`config.mk`:
```
export PLATFORM = sky130hd
export DESIGN_NAME = bit_fifo_byte_gearbox_core
export DESIGN_NICKNAME = d
export VERILOG_FILES = /design/src/design/bfg_pkg.sv /design/src/design/bit_fifo_byte_gearbox_core.sv /design/src/design/bfg_bank_ram.sv /design/src/design/bfg_bit_gather.sv
export SDC_FILE = /design/constraint.sdc
export NUM_CORES = 2
export LEC_CHECK = 0
export CORE_MARGIN = 1.5
export CORE_UTILIZATION = 50
export DETAILED_ROUTE_END_ITERATION = 12
export DONT_BUFFER_PORTS = 1
export SETUP_SLACK_MARGIN = 0.4
export SLEW_MARGIN = 20
export SYNTH_ARGS = -nofsm -noshare
export SYNTH_HDL_FRONTEND = slang
export SYNTH_HIERARCHICAL = 1
export SYNTH_SLANG_ARGS = --single-unit
```
`constraint.sdc`:
```
create_clock -name i_clk -period 10.9 [get_ports i_clk]
set_input_delay 1.09 -clock i_clk [delete_from_list [all_inputs] [get_ports i_clk]]
set_output_delay 1.09 -clock i_clk [all_outputs]
set_load 0.01 [all_outputs]
```
`src/design/bfg_pkg.sv`:
```
// ----------------------------------------------------------------------------
// bfg_pkg
// shared constants, codes and payload types of the bit fifo byte gearbox
// ----------------------------------------------------------------------------
package bfg_pkg;

    // store depth in bits, a power of two from 16 to 1024
    localparam int DEPTH_BITS = 1024;
    localparam int POS_W      = $clog2(DEPTH_BITS);
    localparam int CNT_W      = POS_W + 1;
    localparam int LANES      = 8;
    localparam int LANE_W     = 3;
    localparam int ROW_W      = POS_W - LANE_W;
    localparam int ROWS       = DEPTH_BITS / LANES;
    localparam int HELD_W     = 11;
    localparam int TAKE_W     = 4;

    typedef enum logic [2:0] {
        MODE_PUSH_BIT  = 3'd0,
        MODE_PUSH_BYTE = 3'd1,
        MODE_POP_BIT   = 3'd2,
        MODE_POP_BYTE  = 3'd3,
        MODE_CLEAR     = 3'd4
    } t_mode;

    typedef enum logic [0:0] {
        ST_IDLE,
        ST_GATHER
    } t_state;

    typedef struct packed {
        logic [2:0] mode;
        logic [7:0] data_in;
    } t_in_item;

    typedef struct packed {
        logic [7:0]        data_out;
        logic [HELD_W-1:0] bits_held;
        logic              overflow;
        logic              underrun;
    } t_out_item;

    // what the gather step needs to know about a pop in flight
    typedef struct packed {
        logic [LANE_W-1:0] offset;
        logic [TAKE_W-1:0] taken;
        logic              msb_first;
        logic              is_byte;
        logic              underrun;
    } t_pop_ctx;

endpackage

```
`src/design/bit_fifo_byte_gearbox_core.sv`:
```
// ----------------------------------------------------------------------------
// bit_fifo_byte_gearbox_core
// bit fifo with byte serializer and deserializer over eight interleaved banks
// ----------------------------------------------------------------------------
//
//  channel  direction  handshake                 payload
//  -------  ---------  ------------------------  ---------------------------
//  in       input      i_in_valid / o_in_ready   i_in_data  (t_in_item)
//  out      output     o_out_valid / i_out_ready o_out_data (t_out_item)
//  cfg      input      i_cfg_valid / o_cfg_ready i_cfg_data (msb_first)
//
//  push bit, push byte, clear and unused modes load the result register on acceptance
//  pop bit and pop byte read the banks into registers, then the gather state loads the result
//  bit position p lives in bank p mod 8, row p / 8, so any 8 consecutive bits
//  touch each bank once and a byte moves in a single memory access
//  synchronous active-low reset zeroes the positions and count, no clearing
//  pass; the banks hold garbage until written and are never read before that
//  a new transfer is taken in the idle state while the result register is empty or draining
//
module bit_fifo_byte_gearbox_core
    import bfg_pkg::*;
(
    input  logic      i_clk,
    input  logic      i_rst_n,
    input  logic      i_in_valid,
    output logic      o_in_ready,
    input  t_in_item  i_in_data,
    output logic      o_out_valid,
    input  logic      i_out_ready,
    output t_out_item o_out_data,
    input  logic      i_cfg_valid,
    output logic      o_cfg_ready,
    input  logic      i_cfg_data
);

    localparam logic [CNT_W-1:0] DEPTH_CNT = CNT_W'(DEPTH_BITS);

    // control state
    t_state           r_state, n_state;
    logic [POS_W-1:0] r_wp, n_wp;
    logic [POS_W-1:0] r_rp, n_rp;
    logic [CNT_W-1:0] r_count, n_count;
    logic             r_msb;
    logic             r_out_valid;

    // payload
    t_out_item        r_out, n_out;
    t_pop_ctx         r_ctx, n_ctx;

    // handshake and fsm outputs
    logic             w_accept;
    logic             w_load_gather;

    // per-item decode
    logic             w_is_push, w_is_pop, w_is_byte;
    logic [TAKE_W-1:0] w_req;
    logic [CNT_W-1:0] w_room;
    logic [TAKE_W-1:0] w_n_push;
    logic [TAKE_W-1:0] w_taken;
    logic [LANES-1:0] w_ser;

    // bank ports
    logic [ROW_W-1:0] w_addr [LANES];
    logic [LANES-1:0] w_we;
    logic [LANES-1:0] w_wdata;
    logic [LANES-1:0] w_rdata;
    logic [7:0]       w_gather;

    // config register is always writable
    assign o_cfg_ready = 1'b1;

    assign w_accept = i_in_valid && o_in_ready;

    // ------------------------------------------------------------------
    // fsm: next state
    // ------------------------------------------------------------------
    always_comb begin
        n_state = r_state;
        unique case (r_state)
            ST_IDLE: begin
                if (w_accept && w_is_pop) begin
                    n_state = ST_GATHER;
                end
            end
            ST_GATHER: begin
                n_state = ST_IDLE;
            end
            default: begin
                n_state = ST_IDLE;
            end
        endcase
    end

    // ------------------------------------------------------------------
    // fsm: outputs
    // ------------------------------------------------------------------
    always_comb begin
        o_in_ready    = 1'b0;
        w_load_gather = 1'b0;
        unique case (r_state)
            ST_IDLE: begin
                o_in_ready = !r_out_valid || i_out_ready;
            end
            ST_GATHER: begin
                w_load_gather = 1'b1;
            end
            default: begin
                o_in_ready = 1'b0;
            end
        endcase
    end

    // ------------------------------------------------------------------
    // decode: how many bits move
    // ------------------------------------------------------------------
    always_comb begin
        w_is_push = 1'b0;
        w_is_pop  = 1'b0;
        w_is_byte = 1'b0;
        unique case (i_in_data.mode)
            MODE_PUSH_BIT:  w_is_push = 1'b1;
            MODE_PUSH_BYTE: begin
                w_is_push = 1'b1;
                w_is_byte = 1'b1;
            end
            MODE_POP_BIT:   w_is_pop = 1'b1;
            MODE_POP_BYTE:  begin
                w_is_pop  = 1'b1;
                w_is_byte = 1'b1;
            end
            default: begin
                w_is_push = 1'b0;
            end
        endcase
    end

    assign w_req  = w_is_byte ? TAKE_W'(LANES) : TAKE_W'(1);
    assign w_room = DEPTH_CNT - r_count;

    // room and fill are clipped to the request, which is at most 8
    assign w_n_push = (w_room  >= CNT_W'(w_req)) ? w_req : TAKE_W'(w_room);
    assign w_taken  = (r_count >= CNT_W'(w_req)) ? w_req : TAKE_W'(r_count);

    // serialization order: bit j of the stream goes to position wp + j
    always_comb begin
        for (int j = 0; j < LANES; j++) begin
            if (w_is_byte) begin
                w_ser[j] = r_msb ? i_in_data.data_in[LANES - 1 - j]
                                 : i_in_data.data_in[j];
            end else begin
                w_ser[j] = (j == 0) ? (|i_in_data.data_in) : 1'b0;
            end
        end
    end

    // ------------------------------------------------------------------
    // bank address mapping
    // ------------------------------------------------------------------
    always_comb begin
        logic [POS_W-1:0]  base;
        logic [LANE_W-1:0] off;
        logic [POS_W-1:0]  pos;
        base = w_is_push ? r_wp : r_rp;
        for (int k = 0; k < LANES; k++) begin
            // stream index that lands in bank k
            off        = LANE_W'(k) - base[LANE_W-1:0];
            pos        = base + POS_W'(off);
            w_addr[k]  = pos[POS_W-1:LANE_W];
            w_we[k]    = w_accept && w_is_push && (TAKE_W'(off) < w_n_push);
            w_wdata[k] = w_ser[off];
        end
    end

    for (genvar k = 0; k < LANES; k++) begin : g_bank
        bfg_bank_ram u_bank (
            .i_clk   (i_clk),
            .i_addr  (w_addr[k]),
            .i_we    (w_we[k]),
            .i_wdata (w_wdata[k]),
            .o_rdata (w_rdata[k])
        );
    end

    bfg_bit_gather u_gather (
        .i_rdata (w_rdata),
        .i_ctx   (r_ctx),
        .o_value (w_gather)
    );

    // ------------------------------------------------------------------
    // next positions, count and result
    // ------------------------------------------------------------------
    always_comb begin
        n_wp    = r_wp;
        n_rp    = r_rp;
        n_count = r_count;
        n_ctx   = r_ctx;
        n_out   = r_out;

        if (w_load_gather) begin
            // pop result, loaded in the cycle after the bank read
            n_out.data_out  = w_gather;
            n_out.bits_held = HELD_W'(r_count);
            n_out.overflow  = 1'b0;
            n_out.underrun  = r_ctx.underrun;
        end else if (w_accept) begin
            n_out.data_out = '0;
            n_out.overflow = 1'b0;
            n_out.underrun = 1'b0;
            if (w_is_push) begin
                n_wp           = r_wp + POS_W'(w_n_push);
                n_count        = r_count + CNT_W'(w_n_push);
                n_out.overflow = (w_n_push != w_req);
            end else if (w_is_pop) begin
                n_rp              = r_rp + POS_W'(w_taken);
                n_count           = r_count - CNT_W'(w_taken);
                n_ctx.offset      = r_rp[LANE_W-1:0];
                n_ctx.taken       = w_taken;
                n_ctx.msb_first   = r_msb;
                n_ctx.is_byte     = w_is_byte;
                n_ctx.underrun    = (w_taken != w_req);
            end else if (i_in_data.mode == MODE_CLEAR) begin
                n_wp    = '0;
                n_rp    = '0;
                n_count = '0;
            end
            n_out.bits_held = HELD_W'(n_count);
        end
    end

    // ------------------------------------------------------------------
    // registers
    // ------------------------------------------------------------------
    always_ff @(posedge i_clk) begin
        if (!i_rst_n) begin
            r_state     <= ST_IDLE;
            r_wp        <= '0;
            r_rp        <= '0;
            r_count     <= '0;
            r_msb       <= 1'b0;
            r_out_valid <= 1'b0;
        end else begin
            r_state <= n_state;
            r_wp    <= n_wp;
            r_rp    <= n_rp;
            r_count <= n_count;
            if (i_cfg_valid) begin
                r_msb <= i_cfg_data;
            end
            // a pop leaves the result slot empty until its gather cycle
            if (w_load_gather || (w_accept && !w_is_pop)) begin
                r_out_valid <= 1'b1;
            end else if (i_out_ready) begin
                r_out_valid <= 1'b0;
            end
        end
    end

    always_ff @(posedge i_clk) begin
        r_out <= n_out;
        r_ctx <= n_ctx;
    end

    assign o_out_valid = r_out_valid;
    assign o_out_data  = r_out;

endmodule

```
`src/design/bfg_bank_ram.sv`:
```
// ----------------------------------------------------------------------------
// bfg_bank_ram
// one bit-wide bank of the store, one write and one registered read per cycle
// ----------------------------------------------------------------------------
module bfg_bank_ram
    import bfg_pkg::*;
(
    input  logic             i_clk,
    input  logic [ROW_W-1:0] i_addr,
    input  logic             i_we,
    input  logic             i_wdata,
    output logic             o_rdata
);

    logic r_mem [ROWS];
    logic r_rdata;

    always_ff @(posedge i_clk) begin
        if (i_we) begin
            r_mem[i_addr] <= i_wdata;
        end
        r_rdata <= r_mem[i_addr];
    end

    assign o_rdata = r_rdata;

endmodule

```
`src/design/bfg_bit_gather.sv`:
```
// ----------------------------------------------------------------------------
// bfg_bit_gather
// orders the bits read from the eight banks into the popped bit or byte
// ----------------------------------------------------------------------------
module bfg_bit_gather
    import bfg_pkg::*;
(
    input  logic [LANES-1:0] i_rdata,
    input  t_pop_ctx         i_ctx,
    output logic [7:0]       o_value
);

    always_comb begin
        logic [LANE_W-1:0] lane;
        logic [LANE_W-1:0] slot;
        o_value = '0;
        for (int j = 0; j < LANES; j++) begin
            lane = i_ctx.offset + LANE_W'(j);
            slot = i_ctx.msb_first ? LANE_W'(LANES - 1 - j) : LANE_W'(j);
            if (TAKE_W'(j) < i_ctx.taken) begin
                if (i_ctx.is_byte) begin
                    o_value[slot] = i_rdata[lane];
                end else if (j == 0) begin
                    o_value[0] = i_rdata[lane];
                end
            end
        end
    end

endmodule
```
After elaboration in Yosys (flattened, before gate mapping). Memory sizes are Yosys's and may differ from the RTL's. A register that Yosys moved wholly into a read port is not among the register bits. Cells that the tools add are included.

Register bits after elaboration: 65. Latch bits: 0. Bits in writable memories: 1024. Bits in read-only memories: 0. Output and inout port bits: 24. Memories: 8.

Add/sub/neg operators: 28. Multipliers: 0. Divide/modulo/power cells: 0. $lt $le $gt $ge: 50. Equality and inequality tests: 7. Shift operators: 0. Muxes and demuxes: 135. Bitwise gates (word level): 4. Reduce and logical (&&, ||, !) cells: 37.

Memory list: g_bank[0].u_bank.r_mem (words 128, width 1, rd ports 1, clocked after Yosys merged registers in 1, write ports 1, line bfg_bank_ram.sv:15) `logic r_mem [ROWS];`; g_bank[1].u_bank.r_mem (words 128, width 1, rd ports 1, clocked after Yosys merged registers in 1, write ports 1, line bfg_bank_ram.sv:15); g_bank[2].u_bank.r_mem (words 128, width 1, rd ports 1, clocked after Yosys merged registers in 1, write ports 1, line bfg_bank_ram.sv:15); g_bank[3].u_bank.r_mem (words 128, width 1, rd ports 1, clocked after Yosys merged registers in 1, write ports 1, line bfg_bank_ram.sv:15); g_bank[4].u_bank.r_mem (words 128, width 1, rd ports 1, clocked after Yosys merged registers in 1, write ports 1, line bfg_bank_ram.sv:15); g_bank[5].u_bank.r_mem (words 128, width 1, rd ports 1, clocked after Yosys merged registers in 1, write ports 1, line bfg_bank_ram.sv:15); 2 more memories.

Operators by type and width (count): two-way mux 8 bit (15); < comparator 3 x 4 -> 1 bit, second input constant (24); adder 10 x 3 -> 10 bit (8); two-way mux 1 bit (66); bitwise mux 8 bit (7); two-way mux 10 bit (5); binary-select mux 1 bit (select 3 bit) (16); two-way mux 21 bit (2); two-way mux 11 bit (3); < comparator 3 x 4 -> 1 bit (8); demux 1 bit (select 3 bit) (8); >= comparator 3 x 1 -> 1 bit, second input constant (8); two-way mux 3 bit (8); >= comparator 11 x 4 -> 1 bit (2); adder 10 x 4 -> 10 bit (2); logical AND 1 bit (20); < comparator 3 x 4 -> 1 bit, first input constant (4); adder 3 bit, second input constant (4); two-way mux 4 bit (3); AND reduction 4 bit (3); subtractor 3 bit, first input constant (4); adder 11 x 4 -> 11 bit (1); subtractor 11 bit, first input constant (1); subtractor 11 x 4 -> 11 bit (1); other kinds (22) (38).

Longest topological paths before layout.
Depth in word-level cells: 30. Mapped depth: 21. Depth with buffers taken out: 18.

Hierarchy. Netlist, hierarchy kept.

By module, submodules not included: bfg_bank_ram (times used 8, cells each 464, area each 5863.1 um^2); bit_fifo_byte_gearbox_core (times used 1, cells each 720, area each 5908.2 um^2); bfg_bit_gather (times used 1, cells each 56, area each 586.8 um^2).

Least setup slack after synthesis. OpenSTA, ideal clock, no wires.

Path kind: input-to-reg. Start point: input port i_in_data[9] in the netlist's numbering. End point: register g_bank[2].u_bank.r_rdata, read port of g_bank[2].u_bank.r_mem. Setup time: 133 ps. Arrival: 5485 ps. Required time: 10767 ps. Setup slack: 5282 ps. Stages: 20. Path buffers: 4. Cell sequence: clkbuf_1 nor2_1 buf_2 mux2i_1 inv_1 ha_1 inv_1 ha_1 xnor2_1 nor2b_1 o21ai_0 nor3_1 xnor2_1 clkbuf_1 clkbuf_1 mux4_2 o2111ai_1 o41ai_1 nor4_2 nand4_1.

RTL lines: from (decl) (line bit_fifo_byte_gearbox_core.sv:27) `input t_in_item i_in_data,`; to (decl) (line bfg_bank_ram.sv:16) `logic r_rdata;`.

Worst setup path in the final report.
Start point: register r_count[0]. End point: memory g_bank[3].u_bank.r_mem[47], enable pin.

Longest elaborated chain between the ends: 7.

RTL lines: from (decl) (line bit_fifo_byte_gearbox_core.sv:42) `logic [CNT_W-1:0] r_count, n_count;`; from (signal assigned) (line bit_fifo_byte_gearbox_core.sv:246) `r_count <= n_count;`; subtractor 11 bit * (line bit_fifo_byte_gearbox_core.sv:138) `assign w_room = DEPTH_CNT - r_count;`; >= comparator 11 x 4 -> 1 bit (line bit_fifo_byte_gearbox_core.sv:141) `assign w_n_push = (w_room >= CNT_W'(w_req)) ? w_req : TAKE_W'(w_room);`; two-way mux 4 bit * (line bit_fifo_byte_gearbox_core.sv:141); < comparator 3 x 4 -> 1 bit * (line bit_fifo_byte_gearbox_core.sv:169) `w_we[k] = w_accept && w_is_push && (TAKE_W'(off) < w_n_push);`; logical AND 1 bit * (line bit_fifo_byte_gearbox_core.sv:169); via w_we[3] (line bit_fifo_byte_gearbox_core.sv:64) `logic [LANES-1:0] w_we;`; two-way mux 1 bit * (line bfg_bank_ram.sv:19) `if (i_we) begin`; two-way mux 1 bit (not written as such) * (line bfg_bank_ram.sv:20) `r_mem[i_addr] <= i_wdata;`; to (decl) (line bfg_bank_ram.sv:15).

Mark *: on every way through the listed nets, which the timed path passes. The rest lies on a longest branch.

==> impl_metrics.csv <==
group,metric,value,unit
synth,post-synth-top-area-cell,"edfxtp_1",
power_and_ir_drop,share_clk_of_total_power,0.431,
global_route,grt_usage,0.243,
clock_network,htree_num_levels,3,
power_and_ir_drop,p_total,9210,uW
clock_network,insertion_delay,0.71,ns
die,die-width,330,um
synth,ys_async_sr_fraction,0,
drt,vias_per_std_cell,6.03,
global_route,gr-total-overflow,0,
drt,wl_per_cell,22.5,um
power_and_ir_drop,p_leak,0.0179,uW
clock_network,tritoncts,"done",
setup_path,timing_worst_setup_path_type,"flip-flop to flip-flop",
setup_path,timing.critical_path.fanout_max,16,
clock_network,clk_pin_slew,0.06,ns
power_and_ir_drop,p_int,7200,uW
clock_network,root_buffer,"clkbuf_16",
synth,yosysWarnings,6,
drt,postRouteAntennaNets,0,
setup_path,critical_path_cell_count,11,
die,number_of_ports_placed_on_the_die_boundary,41,
drt,final_routed_drc_violation_total,0,
cells_and_area,area_growth,9.35,%
timing,timing.fmax,0.162,GHz
drt,route.final.wire_length,133000,um
clock_network,post_cts_resized,0,
power_and_ir_drop,worst_ir_drop_vdd,148,uV
power_and_ir_drop,sequential_power_share,0.516,
drt,num_vias,35500,
power_and_ir_drop,power.switching,2010,uW
drt,drt_pass1_iterations,6,
clock_network,cts-root-to-sink-buffers,3,
setup_path,timing.rr.start,"r_count[0]",
run_status,outcome,"complete, no violations",
setup_path,timing.critical_path.from_type,"flip-flop",
timing,setup_violations,0,
synth,synth-main-ff-cell,"edfxtp_1",
cells_and_area,nets,4445,
synth,post_synthesis_sequential_area_ratio,0.609,
place,gp_routability_congestion,0.846,
timing,fin_hold_ws,0.513,ns
timing,final-max-slew-violation-count,0,
timing,final-hold-violation-count,0,
clock_network,ctsHoldBuffers,0,
setup_path,required,11.28,ns
setup_path,reg2reg_path_depth,11,
timing,layout_worst_path_cycle_share,0.565,
synth,synth_cells,4488,
power_and_ir_drop,power-per-cell-area,158,nW/um2
die,die_area,109000,um2
power_and_ir_drop,pwr-share-comb,0.053,
setup_path,worst_setup_path_endpoint,"g_bank[3].u_bank/r_mem[47]",
setup_path,crit_chain,"inv_1 > ha_1 > or3b_2 > o41ai_2 > and4_1 > nand2_1 > ha_1 > a211o_1 > o21ai_1 > nand4_1 > nor2_1",
timing,grt_setup_unrepaired,"false",
timing,worst-slew-pin-transition,1.07,ns
die,initial_utilization,0.506,
global_route,grt_pass1_wl,204000,um
synth,synth_top_cell_area_share,0.593,
global_route,via_count_of_the_first_global_routing_pass,34700,
die,core_region_area,106000,um2
run,total_of_max_cap_violations,0,
setup_path,worst-path-buf-inv,1,
timing,final.setup.tns,0,ns
setup_path,cp_common_cell,"ha_1",
setup_path,timing.reg2reg.setup_slack,4.74,ns
synth,postSynthAreaPerCell,11.9,um2
cells_and_area,filler_cell_count,9027,
place,hpwl_after_dpl,79800,um
cells_and_area,drive_above_1_share,0.0928,
synth,synthesis.area,53400,um2
die,floorplan.rows,119,
setup_path,critical_path.top_delay_family,"simple AND/OR/NAND/NOR gates",
setup_path,timing.critical_path.slowest_cell_delay,0.89,ns
synth,synth.area.top_cells,"edfxtp_1, nor2_1, mux4_1",
setup_path,critical_path.endpoint_type,"flip-flop",
timing,finClkSkew,0.0241,ns
synth,unique_cell_type_count_in_the_yosys_netlist,87,
synth,ys_ff_latch,1097,
die,fp.dieH,330,um
synth,synthesis.nets,4550,
clock_network,post-cts-setup-buffer-count,0,
setup_path,crit_path_top_delay_cell,"nand4_1",
clock_network,total_cts_buffers,117,
power_and_ir_drop,power.share.switching,0.218,
global_route,grt_max_degree,129,
place,place.port_buffers,0,
timing,min_cycle_time_layout,6.16,ns
drt,drt_iter0_markers,3375,
synth,synth_enable_flop_cells,1054,
timing,relSlewSlack,0.283,
worst_hold_path,worst_hold_path_type,"flip-flop to flip-flop",
global_route,grt_antenna_before_repair,5,
clock_network,numClockSinks,1097,
setup_path,critical_path_arrival,6.54,ns
setup_path,critical_path_startpoint,"r_count[0]",
setup_path,crit-reg2reg-capture,"g_bank[3].u_bank/r_mem[47]",
final cells by class:
class / instances / area (um2) / share of cell area
antenna: 12 / 30.0 / 0.000514
clock buffer: 160 / 3190 / 0.0547
clock inverter: 60 / 619 / 0.0106
inverter: 73 / 274 / 0.00469
multi-input combinational: 3030 / 19500 / 0.334
sequential: 1097 / 32500 / 0.557
tap: 1391 / 1740 / 0.0298
timing repair buffer: 64 / 515 / 0.00883
cells by family after synthesis:
group                    synth area share
AO/OA/AOI/OAI                      0.0777
XOR/XNOR                           0.0113
adder cells (fa/ha/maj)            0.0108
buffers and inverters              0.0308
flip-flops                          0.609
multiplexers                       0.0960
other                           0.0000702
AND/OR/NAND/NOR                     0.164
routing by layer:
metal  track usage  part of all wire
met1         0.341              0.44
met2         0.384              0.47
met3        0.0509             0.067
met4        0.0704             0.025
met5             0           0.00017
flip-flops by register name (all words and copies together) (netlist names):
register	count
r_state	1
o_out_data	21
r_rp	10
r_count	11
g_bank.u_bank/r_mem	1024
o_out_valid	1
g_bank.u_bank/o_rdata	8
r_msb	1
r_wp	10
r_ctx	10
worst min-delay path: cells and delay by family, from the launching register on:
kind | cells | cell delay (ns)
AO/OA/AOI/OAI | 1 | 0.07
flip-flops | 1 | 0.33
AND/OR/NAND/NOR | 1 | 0.06
through the flow:
step / util / instance area, um2 / cells / worst slack [ns]
2_1_floorplan: - / 53400 / 4488 / 5.28
3_3_place_gp: 0.516 / 54500 / 5654 / 4.61
3_5_place_dp: 0.516 / 54500 / 5654 / 4.51
4_1_cts: 0.552 / 58300 / 5874 / 4.78
5_1_grt: 0.553 / 58400 / 5875 / 4.36
6_report: 0.553 / 58400 / 5887 / 4.74
cell usage after synthesis (all sizes together), types with 35 or more instances:
library cell / n
nor2b: 79
mux2i: 156
nand2: 295
ha: 43
xnor2: 57
inv: 71
edfxtp: 1054
a22oi: 79
dfxtp: 43
nand3: 110
nand2b: 35
nor3: 83
mux2: 48
mux4: 122
a31oi: 46
clkbuf: 158
nand4: 60
o21ai: 129
and2: 35
nor4: 45
nor2: 1151
buf: 130
a21oi: 93
power groups by stage:
stage	registers (uW)	logic (uW)	clock network, uW
floorplan	4830	362	0
global placement	4850	478	0
detailed placement	4850	482	0
CTS	4760	485	4040
global route	4760	537	4190
finish	4760	489	3970
layout by cell type (no fill, tap or decap), types with 16 or more instances in the layout:
cell type	count
o21ai_0	114
a221oi_1	19
clkinv_1	22
clkinv_2	18
o2bb2ai_1	17
nor2b_1	79
nand3_1	109
clkbuf_16	119
nor3_1	83
ha_1	41
o22a_1	16
dfxtp_1	43
a22o_1	28
nor2_1	1150
edfxtp_1	1054
nand2_1	292
a22oi_1	79
a21oi_1	93
nor4_1	37
and2_1	34
buf_4	59
nand4_1	60
xnor2_2	28
mux4_2	46
mux4_1	74
mux2i_1	153
inv_1	62
nand3b_1	32
a211oi_1	31
nand2b_1	35
a31oi_1	46
clkbuf_1	35
nor3b_1	17
xnor2_1	29
mux2_2	48
worst min path at each step:
stage / startpoint / cells past startpoint / endpoint
floorplan: r_msb / 0 / r_ctx[2]
global placement: r_rp[3] / 2 / r_rp[3]
detailed placement: r_rp[3] / 2 / r_rp[3]
CTS: i_rst_n / 1 / r_rp[4]
global route: i_rst_n / 1 / r_rp[4]
finish: r_rp[3] / 2 / r_rp[3]
(Power assumes the default switching activity.)
